**src/rtl/assert_macros.svh**
```systemverilog
// ---------------------------------------------------------------------------
// Assertion macros
// Shared macros for the concurrent checks of the timer conversion block.
// ---------------------------------------------------------------------------
`ifndef ASSERT_MACROS_SVH
`define ASSERT_MACROS_SVH

// Implication or plain property, sampled on clk and ignored during reset.
`define TTC_ASSERT(name, prop, msg) \
	name: assert property (@(posedge clk) disable iff (!arst_n) (prop)) else $error(msg);

// Condition that must never be seen on a clock edge outside reset.
`define TTC_NEVER(name, cond, msg) \
	name: assert property (@(posedge clk) disable iff (!arst_n) !(cond)) else $error(msg);

`endif

```
**src/rtl/ttc_pkg.sv**
```systemverilog
// ---------------------------------------------------------------------------
// Timer conversion package
// Widths, unit constants and item codes shared by the conversion block.
// ---------------------------------------------------------------------------
package ttc_pkg;

	// Field and state widths.
	localparam int COUNT_W  = 64;
	localparam int FREQ_W   = 32;
	localparam int MS_NUM_W = 10;
	localparam int NS_NUM_W = 30;

	// Serial unit lengths.
	localparam int DIV_STEPS = COUNT_W;
	localparam int DIV_CNT_W = $clog2(DIV_STEPS + 1);
	localparam int MUL_STEPS = NS_NUM_W;
	localparam int MUL_CNT_W = $clog2(MUL_STEPS + 1);
	localparam int SHIFT_W   = 4;

	typedef logic [COUNT_W-1:0] count_t;
	typedef logic [FREQ_W-1:0]  freq_t;

	// Units per second.
	localparam freq_t MS_PER_SEC = freq_t'(1000);
	localparam freq_t NS_PER_SEC = freq_t'(1000000000);

	// Frequency after reset.
	localparam freq_t FREQ_RESET = freq_t'(1000000);

	// Item kinds.
	typedef logic [1:0] kind_t;
	localparam kind_t KIND_START   = 2'd0;
	localparam kind_t KIND_READ_MS = 2'd1;
	localparam kind_t KIND_READ_NS = 2'd2;
	localparam kind_t KIND_STOP    = 2'd3;

endpackage

```
**src/rtl/ttc_gcd.sv**
```systemverilog
// ---------------------------------------------------------------------------
// Binary GCD unit
// Greatest common divisor by shift and subtract, one step per cycle.
// ---------------------------------------------------------------------------
module ttc_gcd import ttc_pkg::*; (
	input  logic  clk,
	input  logic  arst_n,
	input  logic  start,
	input  freq_t a_in,
	input  freq_t b_in,
	output logic  done,
	output freq_t gcd
);

	logic               busy_q;
	logic               done_q;
	freq_t              a_q;
	freq_t              b_q;
	freq_t              g_q;
	logic [SHIFT_W-1:0] k_q;

	// Control: busy until the second operand reaches zero.
	always_ff @(posedge clk or negedge arst_n) begin
		if (!arst_n) begin
			busy_q <= 1'b0;
			done_q <= 1'b0;
		end else begin
			done_q <= 1'b0;
			if (start) begin
				busy_q <= 1'b1;
			end else if (busy_q && b_q == '0) begin
				busy_q <= 1'b0;
				done_q <= 1'b1;
			end
		end
	end

	// Datapath: strip common twos, then reduce the odd parts by subtraction.
	always_ff @(posedge clk) begin
		if (start) begin
			a_q <= a_in;
			b_q <= b_in;
			k_q <= '0;
		end else if (busy_q) begin
			priority if (b_q == '0) begin
				g_q <= a_q << k_q;
			end else if (!a_q[0] && !b_q[0]) begin
				a_q <= a_q >> 1;
				b_q <= b_q >> 1;
				k_q <= k_q + 1'b1;
			end else if (!a_q[0]) begin
				a_q <= a_q >> 1;
			end else if (!b_q[0]) begin
				b_q <= b_q >> 1;
			end else if (a_q > b_q) begin
				a_q <= a_q - b_q;
			end else begin
				b_q <= b_q - a_q;
			end
		end
	end

	assign done = done_q;
	assign gcd  = g_q;

endmodule

```
**src/rtl/ttc_mul.sv**
```systemverilog
// ---------------------------------------------------------------------------
// Serial multiplier
// Shift-and-add product of the tick count and a numerator, one bit per cycle.
// ---------------------------------------------------------------------------
module ttc_mul import ttc_pkg::*; (
	input  logic                clk,
	input  logic                arst_n,
	input  logic                start,
	input  count_t              multiplicand,
	input  logic [NS_NUM_W-1:0] multiplier,
	output logic                done,
	output count_t              product,
	output logic                overflow
);

	logic                        busy_q;
	logic                        done_q;
	logic [MUL_CNT_W-1:0]        cnt_q;
	count_t                      mcand_q;
	logic [NS_NUM_W-1:0]         mpr_q;
	logic [COUNT_W+NS_NUM_W-1:0] acc_q;

	// Control: count the multiplier bits.
	always_ff @(posedge clk or negedge arst_n) begin
		if (!arst_n) begin
			busy_q <= 1'b0;
			done_q <= 1'b0;
			cnt_q  <= '0;
		end else begin
			done_q <= 1'b0;
			if (start) begin
				busy_q <= 1'b1;
				cnt_q  <= MUL_CNT_W'(MUL_STEPS);
			end else if (busy_q) begin
				cnt_q <= cnt_q - 1'b1;
				if (cnt_q == MUL_CNT_W'(1)) begin
					busy_q <= 1'b0;
					done_q <= 1'b1;
				end
			end
		end
	end

	// Datapath: most significant multiplier bit first, full-width accumulator.
	always_ff @(posedge clk) begin
		if (start) begin
			mcand_q <= multiplicand;
			mpr_q   <= multiplier;
			acc_q   <= '0;
		end else if (busy_q) begin
			acc_q <= {acc_q[COUNT_W+NS_NUM_W-2:0], 1'b0}
				+ (mpr_q[NS_NUM_W-1] ? {{NS_NUM_W{1'b0}}, mcand_q} : '0);
			mpr_q <= {mpr_q[NS_NUM_W-2:0], 1'b0};
		end
	end

	assign done     = done_q;
	assign product  = acc_q[COUNT_W-1:0];
	assign overflow = |acc_q[COUNT_W+NS_NUM_W-1:COUNT_W];

endmodule

```
**src/rtl/ttc_div.sv**
```systemverilog
// ---------------------------------------------------------------------------
// Serial divider
// Restoring division of a 64-bit dividend by a 32-bit divisor, one quotient
// bit per cycle. A zero divisor yields a quotient of all ones.
// ---------------------------------------------------------------------------
module ttc_div import ttc_pkg::*; (
	input  logic   clk,
	input  logic   arst_n,
	input  logic   start,
	input  count_t dividend,
	input  freq_t  divisor,
	output logic   done,
	output count_t quotient
);

	logic                 busy_q;
	logic                 done_q;
	logic [DIV_CNT_W-1:0] cnt_q;
	count_t               quo_q;
	freq_t                rem_q;
	freq_t                dsr_q;
	logic [FREQ_W:0]      trial;
	logic [FREQ_W:0]      diff;
	logic                 fits;

	// One trial subtraction per cycle.
	always_comb begin
		trial = {rem_q, quo_q[COUNT_W-1]};
		diff  = trial - {1'b0, dsr_q};
		fits  = trial >= {1'b0, dsr_q};
	end

	// Control: count the quotient bits.
	always_ff @(posedge clk or negedge arst_n) begin
		if (!arst_n) begin
			busy_q <= 1'b0;
			done_q <= 1'b0;
			cnt_q  <= '0;
		end else begin
			done_q <= 1'b0;
			if (start) begin
				busy_q <= 1'b1;
				cnt_q  <= DIV_CNT_W'(DIV_STEPS);
			end else if (busy_q) begin
				cnt_q <= cnt_q - 1'b1;
				if (cnt_q == DIV_CNT_W'(1)) begin
					busy_q <= 1'b0;
					done_q <= 1'b1;
				end
			end
		end
	end

	// Datapath: the dividend shifts out as the quotient shifts in.
	always_ff @(posedge clk) begin
		if (start) begin
			quo_q <= dividend;
			rem_q <= '0;
			dsr_q <= divisor;
		end else if (busy_q) begin
			rem_q <= fits ? diff[FREQ_W-1:0] : trial[FREQ_W-1:0];
			quo_q <= {quo_q[COUNT_W-2:0], fits};
		end
	end

	assign done     = done_q;
	assign quotient = quo_q;

endmodule

```
**src/rtl/timer_tick_to_time_converter_core.sv**
```systemverilog
// A read on a started timer runs the serial multiplier and then the serial
// divider. A start, or a read that starts the timer, first adds two GCD runs
// and four divides. Stop and a repeated start go straight to the output
// state. One item is in flight at a time.
// Reset is asynchronous: not started, frequency 1000000 ticks per second.
// ---------------------------------------------------------------------------
// Timer tick to time converter
// Turns a free-running 64-bit timer count into milliseconds or nanoseconds
// elapsed since a captured start, using shared serial GCD, multiply and
// divide units under a small sequencer.
// ---------------------------------------------------------------------------
`include "assert_macros.svh"

module timer_tick_to_time_converter_core import ttc_pkg::*; (
	input  logic   clk,
	input  logic   arst_n,
	input  logic   cfg_we,
	input  freq_t  cfg_wdata,
	input  logic   in_valid,
	output logic   in_stall,
	input  kind_t  kind,
	input  count_t counter_value,
	output logic   out_valid,
	input  logic   out_stall,
	output count_t elapsed_time,
	output logic   product_overflow
);

	// Sequencer states.
	localparam logic [3:0] S_IDLE   = 4'd0;
	localparam logic [3:0] S_GCD_MS = 4'd1;
	localparam logic [3:0] S_NUM_MS = 4'd2;
	localparam logic [3:0] S_DEN_MS = 4'd3;
	localparam logic [3:0] S_GCD_NS = 4'd4;
	localparam logic [3:0] S_NUM_NS = 4'd5;
	localparam logic [3:0] S_DEN_NS = 4'd6;
	localparam logic [3:0] S_MUL    = 4'd7;
	localparam logic [3:0] S_DIV    = 4'd8;
	localparam logic [3:0] S_OUT    = 4'd9;

	logic [3:0]          state_q;
	logic                launch_q;
	freq_t               freq_q;
	count_t              start_q;
	logic [MS_NUM_W-1:0] ms_num_q;
	freq_t               ms_den_q;
	logic [NS_NUM_W-1:0] ns_num_q;
	freq_t               ns_den_q;
	kind_t               kind_q;
	count_t              count_q;
	count_t              res_time_q;
	logic                res_ovf_q;
	logic                out_valid_q;
	count_t              out_time_q;
	logic                out_ovf_q;

	logic                accept;
	logic                out_free;
	logic                is_ms;
	freq_t               gcd_a;
	logic                gcd_done;
	freq_t               gcd_res;
	count_t              div_dividend;
	freq_t               div_divisor;
	logic                div_done;
	count_t              div_quo;
	logic [NS_NUM_W-1:0] mul_num;
	count_t              ticks;
	logic                mul_done;
	count_t              mul_prod;
	logic                mul_ovf;

	assign accept   = in_valid && (state_q == S_IDLE);
	assign out_free = !out_valid_q || !out_stall;
	assign is_ms    = (kind_q == KIND_READ_MS);

	// Operand selection for the shared units.
	assign gcd_a   = (state_q == S_GCD_MS) ? MS_PER_SEC : NS_PER_SEC;
	assign ticks   = count_q - start_q;
	assign mul_num = is_ms ? NS_NUM_W'(ms_num_q) : ns_num_q;

	always_comb begin
		unique case (state_q)
			S_NUM_MS: begin
				div_dividend = COUNT_W'(MS_PER_SEC);
				div_divisor  = gcd_res;
			end
			S_NUM_NS: begin
				div_dividend = COUNT_W'(NS_PER_SEC);
				div_divisor  = gcd_res;
			end
			S_DEN_MS, S_DEN_NS: begin
				div_dividend = COUNT_W'(freq_q);
				div_divisor  = gcd_res;
			end
			default: begin
				div_dividend = mul_prod;
				div_divisor  = is_ms ? ms_den_q : ns_den_q;
			end
		endcase
	end

	ttc_gcd u_gcd (
		.clk    (clk),
		.arst_n (arst_n),
		.start  (launch_q && (state_q == S_GCD_MS || state_q == S_GCD_NS)),
		.a_in   (gcd_a),
		.b_in   (freq_q),
		.done   (gcd_done),
		.gcd    (gcd_res)
	);

	ttc_mul u_mul (
		.clk          (clk),
		.arst_n       (arst_n),
		.start        (launch_q && state_q == S_MUL),
		.multiplicand (ticks),
		.multiplier   (mul_num),
		.done         (mul_done),
		.product      (mul_prod),
		.overflow     (mul_ovf)
	);

	ttc_div u_div (
		.clk      (clk),
		.arst_n   (arst_n),
		.start    (launch_q && (state_q == S_NUM_MS || state_q == S_DEN_MS
			|| state_q == S_NUM_NS || state_q == S_DEN_NS || state_q == S_DIV)),
		.dividend (div_dividend),
		.divisor  (div_divisor),
		.done     (div_done),
		.quotient (div_quo)
	);

	// Frequency register.
	always_ff @(posedge clk or negedge arst_n) begin
		if (!arst_n) begin
			freq_q <= FREQ_RESET;
		end else if (cfg_we) begin
			freq_q <= cfg_wdata;
		end
	end

	// Sequencer with the timer state it owns.
	always_ff @(posedge clk or negedge arst_n) begin
		if (!arst_n) begin
			state_q  <= S_IDLE;
			launch_q <= 1'b0;
			start_q  <= '0;
			ms_num_q <= '0;
			ms_den_q <= '0;
			ns_num_q <= '0;
			ns_den_q <= '0;
		end else begin
			launch_q <= 1'b0;
			unique case (state_q)
				S_IDLE: begin
					if (accept) begin
						if (kind == KIND_STOP) begin
							start_q <= '0;
							state_q <= S_OUT;
						end else if (start_q == '0) begin
							state_q  <= S_GCD_MS;
							launch_q <= 1'b1;
						end else if (kind == KIND_START) begin
							state_q <= S_OUT;
						end else begin
							state_q  <= S_MUL;
							launch_q <= 1'b1;
						end
					end
				end
				S_GCD_MS: begin
					if (gcd_done) begin
						state_q  <= S_NUM_MS;
						launch_q <= 1'b1;
					end
				end
				S_NUM_MS: begin
					if (div_done) begin
						ms_num_q <= div_quo[MS_NUM_W-1:0];
						state_q  <= S_DEN_MS;
						launch_q <= 1'b1;
					end
				end
				S_DEN_MS: begin
					if (div_done) begin
						ms_den_q <= div_quo[FREQ_W-1:0];
						state_q  <= S_GCD_NS;
						launch_q <= 1'b1;
					end
				end
				S_GCD_NS: begin
					if (gcd_done) begin
						state_q  <= S_NUM_NS;
						launch_q <= 1'b1;
					end
				end
				S_NUM_NS: begin
					if (div_done) begin
						ns_num_q <= div_quo[NS_NUM_W-1:0];
						state_q  <= S_DEN_NS;
						launch_q <= 1'b1;
					end
				end
				S_DEN_NS: begin
					if (div_done) begin
						ns_den_q <= div_quo[FREQ_W-1:0];
						// A zero count is kept as all ones, since zero means not started.
						start_q  <= (count_q == '0) ? '1 : count_q;
						if (kind_q == KIND_START) begin
							state_q <= S_OUT;
						end else begin
							state_q  <= S_MUL;
							launch_q <= 1'b1;
						end
					end
				end
				S_MUL: begin
					if (mul_done) begin
						state_q  <= S_DIV;
						launch_q <= 1'b1;
					end
				end
				S_DIV: begin
					if (div_done) begin
						state_q <= S_OUT;
					end
				end
				S_OUT: begin
					if (out_free) begin
						state_q <= S_IDLE;
					end
				end
				default: begin
					state_q <= S_IDLE;
				end
			endcase
		end
	end

	// Item and result holding registers.
	always_ff @(posedge clk) begin
		if (accept) begin
			kind_q     <= kind;
			count_q    <= counter_value;
			res_time_q <= '0;
			res_ovf_q  <= 1'b0;
		end else begin
			if (state_q == S_MUL && mul_done) begin
				res_ovf_q <= mul_ovf;
			end
			if (state_q == S_DIV && div_done) begin
				res_time_q <= div_quo;
			end
		end
	end

	// Output register: a beat stays until the receiver takes it.
	always_ff @(posedge clk or negedge arst_n) begin
		if (!arst_n) begin
			out_valid_q <= 1'b0;
		end else if (state_q == S_OUT && out_free) begin
			out_valid_q <= 1'b1;
		end else if (!out_stall) begin
			out_valid_q <= 1'b0;
		end
	end

	always_ff @(posedge clk) begin
		if (state_q == S_OUT && out_free) begin
			out_time_q <= res_time_q;
			out_ovf_q  <= res_ovf_q;
		end
	end

	assign in_stall         = (state_q != S_IDLE);
	assign out_valid        = out_valid_q;
	assign elapsed_time     = out_time_q;
	assign product_overflow = out_ovf_q;

	// Checks on the sequencer.
	`TTC_ASSERT(a_out_load, (state_q == S_OUT && out_free) |=> out_valid_q,
		"result beat was not presented")
	`TTC_ASSERT(a_stop_clears, (accept && kind == KIND_STOP) |=> (start_q == '0),
		"stop did not clear the start count")
	`TTC_ASSERT(a_read_started, (state_q == S_MUL) |-> (start_q != '0),
		"product started without a start count")
	`TTC_NEVER(a_div_stray, div_done && (state_q == S_IDLE || state_q == S_OUT
		|| state_q == S_MUL || state_q == S_GCD_MS || state_q == S_GCD_NS),
		"divider finished outside a divide step")

endmodule

```
**config.mk**
```make
export PLATFORM = sky130hd
export DESIGN_NAME = timer_tick_to_time_converter_core
export DESIGN_NICKNAME = d
export VERILOG_FILES = /design/src/rtl/ttc_pkg.sv /design/src/rtl/ttc_gcd.sv /design/src/rtl/ttc_mul.sv /design/src/rtl/ttc_div.sv /design/src/rtl/timer_tick_to_time_converter_core.sv
export VERILOG_INCLUDE_DIRS = /design/src /design/src/rtl
export SDC_FILE = /design/constraint.sdc
export NUM_CORES = 2
export LEC_CHECK = 0
export BUFFER_PORTS_ARGS = -buffer_cell sky130_fd_sc_hd__buf_2
export CAP_MARGIN = 30
export CORE_UTILIZATION = 55
export CTS_BUF_LIST = sky130_fd_sc_hd__clkbuf_8
export DETAILED_ROUTE_END_ITERATION = 10
export HOLD_SLACK_MARGIN = 0.1
export PLACE_DENSITY = 0.75
export SETUP_SLACK_MARGIN = 0.5
export SLEW_MARGIN = 30
export SYNTH_ARGS = -nofsm -noshare
export SYNTH_HDL_FRONTEND = slang
export SYNTH_SLANG_ARGS = --single-unit
```
**constraint.sdc**
```tcl
create_clock -name clk -period 5.5 [get_ports clk]
set_input_delay 0 -clock clk [delete_from_list [all_inputs] [get_ports clk]]
set_output_delay 0 -clock clk [all_outputs]
set_load 0.05 [all_outputs]
```
## Yosys cells after proc, flatten, opt, wreduce, memory -nomap -nowiden

Cells that the tools add are included.

- Bits in read-only memories: 0
- Output and inout bits: 67
- RAM bits: 0
- Register bits after elaboration: 836
- Memories: 0
- Bits in latches: 0
- Bits of input ports: 103

- Reductions and logical operators: 49
- Magnitude comparators: 2
- Shift-type cells: 1
- Bitwise gates (word level): 2
- $add $sub $neg: 8
- Multiplexer cells: 77
- Div/mod/pow operators: 0
- Equal/unequal tests: 29
- $mul: 0

Operators with widths:

| kind | count |
|---|---|
| $mux W32 | 17 |
| $mux W64 | 7 |
| $pmux W64 S3 | 1 |
| $logic_not A64 Y1 | 2 |
| $pmux W64 S2 | 1 |
| $mux W30 | 4 |
| $sub A32 B32 Y32 | 3 |
| $add A94 B94 Y94 | 1 |
| $sub A64 B64 Y64 | 1 |
| $mux W4 | 14 |
| $pmux W4 S10 | 1 |
| $ge A33 B32 Y1 | 1 |
| $gt A32 B32 Y1 | 1 |
| $logic_not A32 Y1 | 1 |
| $shl A32 B4 Y32 | 1 |
| $reduce_or A30 Y1 | 1 |
| $mux W1 | 27 |
| $ne A2 B1 Y1 const B | 11 |
| $eq A4 B3 Y1 const B | 4 |
| $mux W7 | 2 |
| $ne A4 B3 Y1 const B | 3 |
| $reduce_and A4 Y1 | 3 |
| $mux W5 | 2 |
| $reduce_and A10 Y1 | 1 |
| other kinds (26) | 58 |

## Logic depth before layout (Yosys ltp)

- Depth after elaboration: 8
- Depth in mapped cells: 17
- Depth with buffers taken out: 15

## Hierarchy

From an unflattened synthesis, not the netlist that was laid out.

- Cell total of the unflattened synthesis: 5,152
- Area total of the unflattened synthesis: 49,323.6 sq um

Modules (own cells, without submodules):

| module | times used | cells each | area each (sq um) |
|---|---|---|---|
| timer_tick_to_time_converter_core | 1 | 2,094 | 20,325.7 |
| ttc_mul | 1 | 1,336 | 12,241.7 |
| ttc_gcd | 1 | 1,090 | 9,387.8 |
| ttc_div | 1 | 632 | 7,368.3 |

## Worst setup path before layout

OpenSTA, ideal clock, no wires.

- Kind: reg2reg
- Start point: register u_gcd.a_q[2]
- End point: register u_gcd.a_q[10] (enable)
- Arrival time: 4.991 ns
- Stages on the path, launching flop included: 15
- Library setup time: 0.462 ns
- Path slack: 0.047 ns
- Data required time: 5.038 ns
- Cells stage by stage: edfxtp_1 ha_1 clkbuf_1 a211oi_1 o21a_1 o31ai_1 a21oi_1 o21ai_0 nor2b_1 o21a_1 clkbuf_1 nor2_1 nor2_1 nor2_1 o21ai_0

- Longest elaborated chain between the ends: 3

RTL lines:

| what | RTL line | RTL |
|---|---|---|
| start, declared | ttc_gcd.sv:17 | `freq_t a_q;` |
| start signal, assigned | ttc_gcd.sv:41 | `a_q <= a_in;` |
| start signal, assigned | ttc_gcd.sv:48 | `a_q <= a_q >> 1;` |
| start signal, assigned | ttc_gcd.sv:52 | `a_q <= a_q >> 1;` |
| $gt A32 B32 Y1 | ttc_gcd.sv:55 | `end else if (a_q > b_q) begin` |
| $ne A4 B3 Y1 (no line) | - |  |
| $reduce_and A4 Y1 (no line) | - |  |

No other way between the ends.
A chain may end at the register's enable or synchronous reset.

## Worst setup path after layout

- Start point: register u_mul.mpr_q[29]
- End point: register u_mul.acc_q[93]

- Longest elaborated chain between the ends: 2

RTL lines:

| what | RTL line | RTL |
|---|---|---|
| start, declared | ttc_mul.sv:20 | `logic [NS_NUM_W-1:0] mpr_q;` |
| start signal, assigned | ttc_mul.sv:48 | `mpr_q <= multiplier;` |
| start signal, assigned | ttc_mul.sv:53 | `mpr_q <= {mpr_q[NS_NUM_W-2:0], 1'b0};` |
| $mux W64 | ttc_mul.sv:52 | `+ (mpr_q[NS_NUM_W-1] ? {{NS_NUM_W{1'b0}}, mcand_q} : '0);` |
| $add A94 B94 Y94 | ttc_mul.sv:52 |  |
| end signal, assigned | ttc_mul.sv:51 | `acc_q <= {acc_q[COUNT_W+NS_NUM_W-2:0], 1'b0}` |
| end, declared | ttc_mul.sv:21 | `logic [COUNT_W+NS_NUM_W-1:0] acc_q;` |

No other way between the ends.

==> results.md <==
* Worst-skew pair later-pin latency at 0.85 ns
* Number of synthesized flops with an enable pin at 417
* Core ar. at 85100 µm²
* Critical Path AT at 5.34 ns
* Top Family by Delay on Critical Path: compound AO/OA/AOI/OAI gates
* Syn Nets at 5454
* Minimum clock period at 4.65 ns
* Layout cells sized above 1 at 11.0%
* # resized after CTS at 0
* Least-Margin Pin Slew at 0.948 ns
* Fmax at 0.215 GHz
* Pin count of the biggest net entering global routing at 153
* Final WS setup at 0.854 ns
* Root buffer cell: clkbuf_8
* Worst-path maximum fanout at 51
* Post-Synth Adder-Cell Area at 6.25%
* Dpl cells at 6181
* DR WL/cell at 20.6 µm
* Clock Sinks at 836
* Synth area leader: edfxtp_1
* Synth area leaders: edfxtp_1 (26%), dfrtp_1 (11%), dfxtp_1 (8.3%)
* IO Pins at 170
* Initial antenna violation count at 4
* Drt first pass iters at 7
* Number of core rows at 107
* Drc violations at 0
* Run status: finished, final reports clean
* Area Growth Syn to Fin at 14.8%
* Post-route insts no fill at 6683
* Total CTS buffers at 142
* Place WS at 0.953 ns
* Final Hold Vio Count at 0
* CTS tree: built
* Mux contribution to synthesized area at 4.88%
* Largest family of logic cells by synthesized area: compound AO/OA/AOI/OAI gates
* Cells along the critical path: buf_4 -> and2_1 -> ha_1 -> nand4_1 -> o41ai_2 -> a31oi_2 -> o31ai_1 -> a221o_1 -> a21o_1 -> or3b_2 -> xor2_1 -> a21oi_1
* Grt total ovfl at 0
* Seq/Total Area, Yosys at 46.6%
* Worst path slowest cell: o41ai_2
* Total wire length at 138 mm
* Critical path launch point type: flop
* Seq cells post-synth at 836
* CP Data Required Time at 6.20 ns
* Complex-gate fraction of the synthesized area at 16.8%
* LEAKAGE at 24.3 nW
* Layout fillers at 7014
* Setup repair after global routing missed its margin: no
* Tot GR Track Use at 31.5%
* Synth Area in XOR/XNOR at 4.47%
* Fin crit share at 84.5%
* CP Capture Type: flop
* Die Y at 295 µm
* Asr flop ratio synth at 26.8%
* Via Count at 40300
* First-iteration detailed-routing DRC count at 4207
* Setup Crit Path Kind: reg2reg
* Die width at 295 µm
* Post-route ant nets at 0
* Post-synth top area share at 26.5%
* Ys Warns at 0
* Port bufs at 169
* Average size of a mapped cell at 9.24 µm²
* Worst Skew at 0.0406 ns
* Vias in the first global route at 37600
* Initial cell density of the core at 55.5%
* Post-synthesis simple-gate area fraction at 16.6%
* Hold/Removal Path Class: in2reg
* Most used flip-flop cell after synthesis: edfxtp_1
* Die area at 87100 µm²
* Clk buf depth at 3
* WP buf/inv at 1
* First-pass GRT wire length at 214 mm
* Nets at 5752
* Synth Instances at 5118
* Setup TNS Final at 0 ns
* Mapped cell area at 47300 µm²
* Via density at 6.03
* Max Slew Vio Count at 0
* Clock transition at path regs at 0.07 ns
* H-tree depth at 4
* Crit path largest cell delay at 0.64 ns
* PwrDens at 233 nW/µm²
* Max Cap Viol at 0
* HPWL Detailed at 93.5 mm
* Cell variety after synth at 81
* Worst rel slew slack at 36.8%
* Max rail drop VDD at 0.000340 V
* GP Congestion at 1.02
* Setup violators final at 0
-- cells by family after synthesis --
group,Yosys count
AOI/OAI and AO/OA,1302
xor gates and xnor gates,241
adders and majority gates,233
buffers and inverters,540
DFF,836
muxes,191
and+or+nand+nor,1775
-- flip-flops by register name (all words and copies together), names as in the netlist, 10 cells and up --
signal and count:
count_q 64, elapsed_time 64, freq_q 32, ms_den_q 32
ms_num_q 10, ns_den_q 32, ns_num_q 30, res_time_q 64
start_q 64, u_div.dsr_q 32, u_div.quotient 64, u_div.rem_q 32
u_gcd.a_q 32, u_gcd.b_q 32, u_gcd.gcd 32, u_mul.acc_q 94
u_mul.mcand_q 64, u_mul.mpr_q 30
-- Yosys cell counts, drive strengths merged (32+ instances only) --
master and number:
nand2 842, clkbuf 268, a221oi 53, mux2 107, o21bai 34, xor2 90
nand3 116, o21ai 342, nand4 74, mux2i 63, nor2b 32, inv 236
dfrtp 217, dfxtp 195, a31oi 71, and2 78, nand2b 35, edfxtp 417
buf 36, a21o 150, xnor2 151, nor3 59, ha 228, a21oi 447
nor4 61, nor2 394, and3 39
-- timing repair --
action	in CTS	in global routing
setup buffers	0	0
hold endpoints to repair	454	0
hold buffers	234	0
setup endpoints to repair	0	0
-- cell type report --
type                            instances  area [µm²]  area share, %
Antenna cell                            2        5.00        0.00922
Clock buffer                          161        2220           4.08
Clock inverter                        104         697           1.28
Inverter                              236         888           1.64
Multi-Input combinational cell       3742       23300           42.9
Sequential cell                       836       22000           40.6
Tap cell                             1144        1430           2.64
Timing Repair Buffer                  458        3670           6.77
-- tightest hold or removal path, cell delays in order --
cell and delay (ns):
dlygate4sd3_1 0.55, buf_2 0.21, a21o_1 0.18, inv_1 0.06, nand2_1 0.06, o211ai_1 0.07
-- path summary, 6_finish.rpt --
| check | start | to | slack (ns) | depth (start not counted) |
|---|---|---|---|---|
| max | u_mul.mpr_q[29] | u_mul.acc_q[93] | 0.85 | 12 |
| min | kind[1] | launch_q | 0.33 | 6 |
| max reg2reg | u_mul.mpr_q[29] | u_mul.acc_q[93] | 0.85 | 12 |
| min reg2reg | res_time_q[23] | elapsed_time[23] | 0.43 | 0 |
| max in group asynchronous | arst_n | start_q[50] | 4.26 | 4 |
| min in group asynchronous | arst_n | ns_num_q[27] | 0.45 | 4 |
-- placed cells by master, fill, tap and decap left out, drive strengths merged, types with 10 or more instances in the layout --
| master | Yosys | routed |
|---|---|---|
| nor2b | 32 | 32 |
| dfrtp | 217 | 217 |
| o31ai | 17 | 17 |
| xnor2 | 151 | 151 |
| nand2b | 35 | 35 |
| clkbuf | 268 | 161 |
| o21bai | 34 | 34 |
| nor4 | 61 | 61 |
| a31oi | 71 | 71 |
| o211ai | 16 | 16 |
| or3 | 11 | 11 |
| ha | 228 | 228 |
| o21a | 28 | 28 |
| mux4 | 21 | 21 |
| a221oi | 53 | 53 |
| dlygate4sd3 | 0 | 233 |
| a21oi | 447 | 447 |
| and2 | 78 | 78 |
| mux2i | 63 | 63 |
| a211oi | 25 | 25 |
| a21o | 150 | 150 |
| dfxtp | 195 | 195 |
| and3 | 39 | 39 |
| o21ai | 342 | 342 |
| mux2 | 107 | 107 |
| inv | 236 | 298 |
| nor2 | 394 | 394 |
| buf | 36 | 225 |
| a22oi | 14 | 14 |
| and4 | 12 | 12 |
| a221o | 10 | 10 |
| nand4 | 74 | 74 |
| nor3 | 59 | 59 |
| xor2 | 90 | 90 |
| edfxtp | 417 | 417 |
| clkinv | 0 | 31 |
| nand2 | 842 | 842 |
| o22ai | 18 | 18 |
| nand3 | 116 | 116 |
-- through the flow --
stage	utilization [%]	power (mW)	instance area [µm²]	hold slack [ns]
3_5_place_dp	57.5	6.85	49000	0.113
4_1_cts	63.7	12.7	54200	0.236
3_3_place_gp	57.5	6.85	48900	0.111
6_report	63.7	12.6	54300	0.333
2_1_floorplan	-	6.72	47300	-0.296
5_1_grt	63.7	13.0	54300	0.351
-- layer usage --
| layer | part of all wire (%) | vias to the layer above | wire length (µm) | global-route usage, % |
|---|---|---|---|---|
| li1 | - | 18800 | - | - |
| met2 | 43 | 1999 | 59800 | 46.6 |
| met4 | 4.0 | 2 | 5550 | 13.5 |
| met3 | 9.6 | 319 | 13200 | 6.81 |
| met5 | 0.0087 | - | 12 | 0 |
| met1 | 43 | 19200 | 59100 | 44.4 |
-- where the power goes --
group | switching (mW) | leakage, nW | internal, mW | total [mW]
combinational | 0.106 | 14.3 | 0.179 | 0.284
clock | 2.70 | 1.68 | 3.05 | 5.75
sequential | 0.0661 | 8.25 | 6.54 | 6.60
total | 2.87 | 24.3 | 9.77 | 12.6
(Power assumes the default switching activity.)
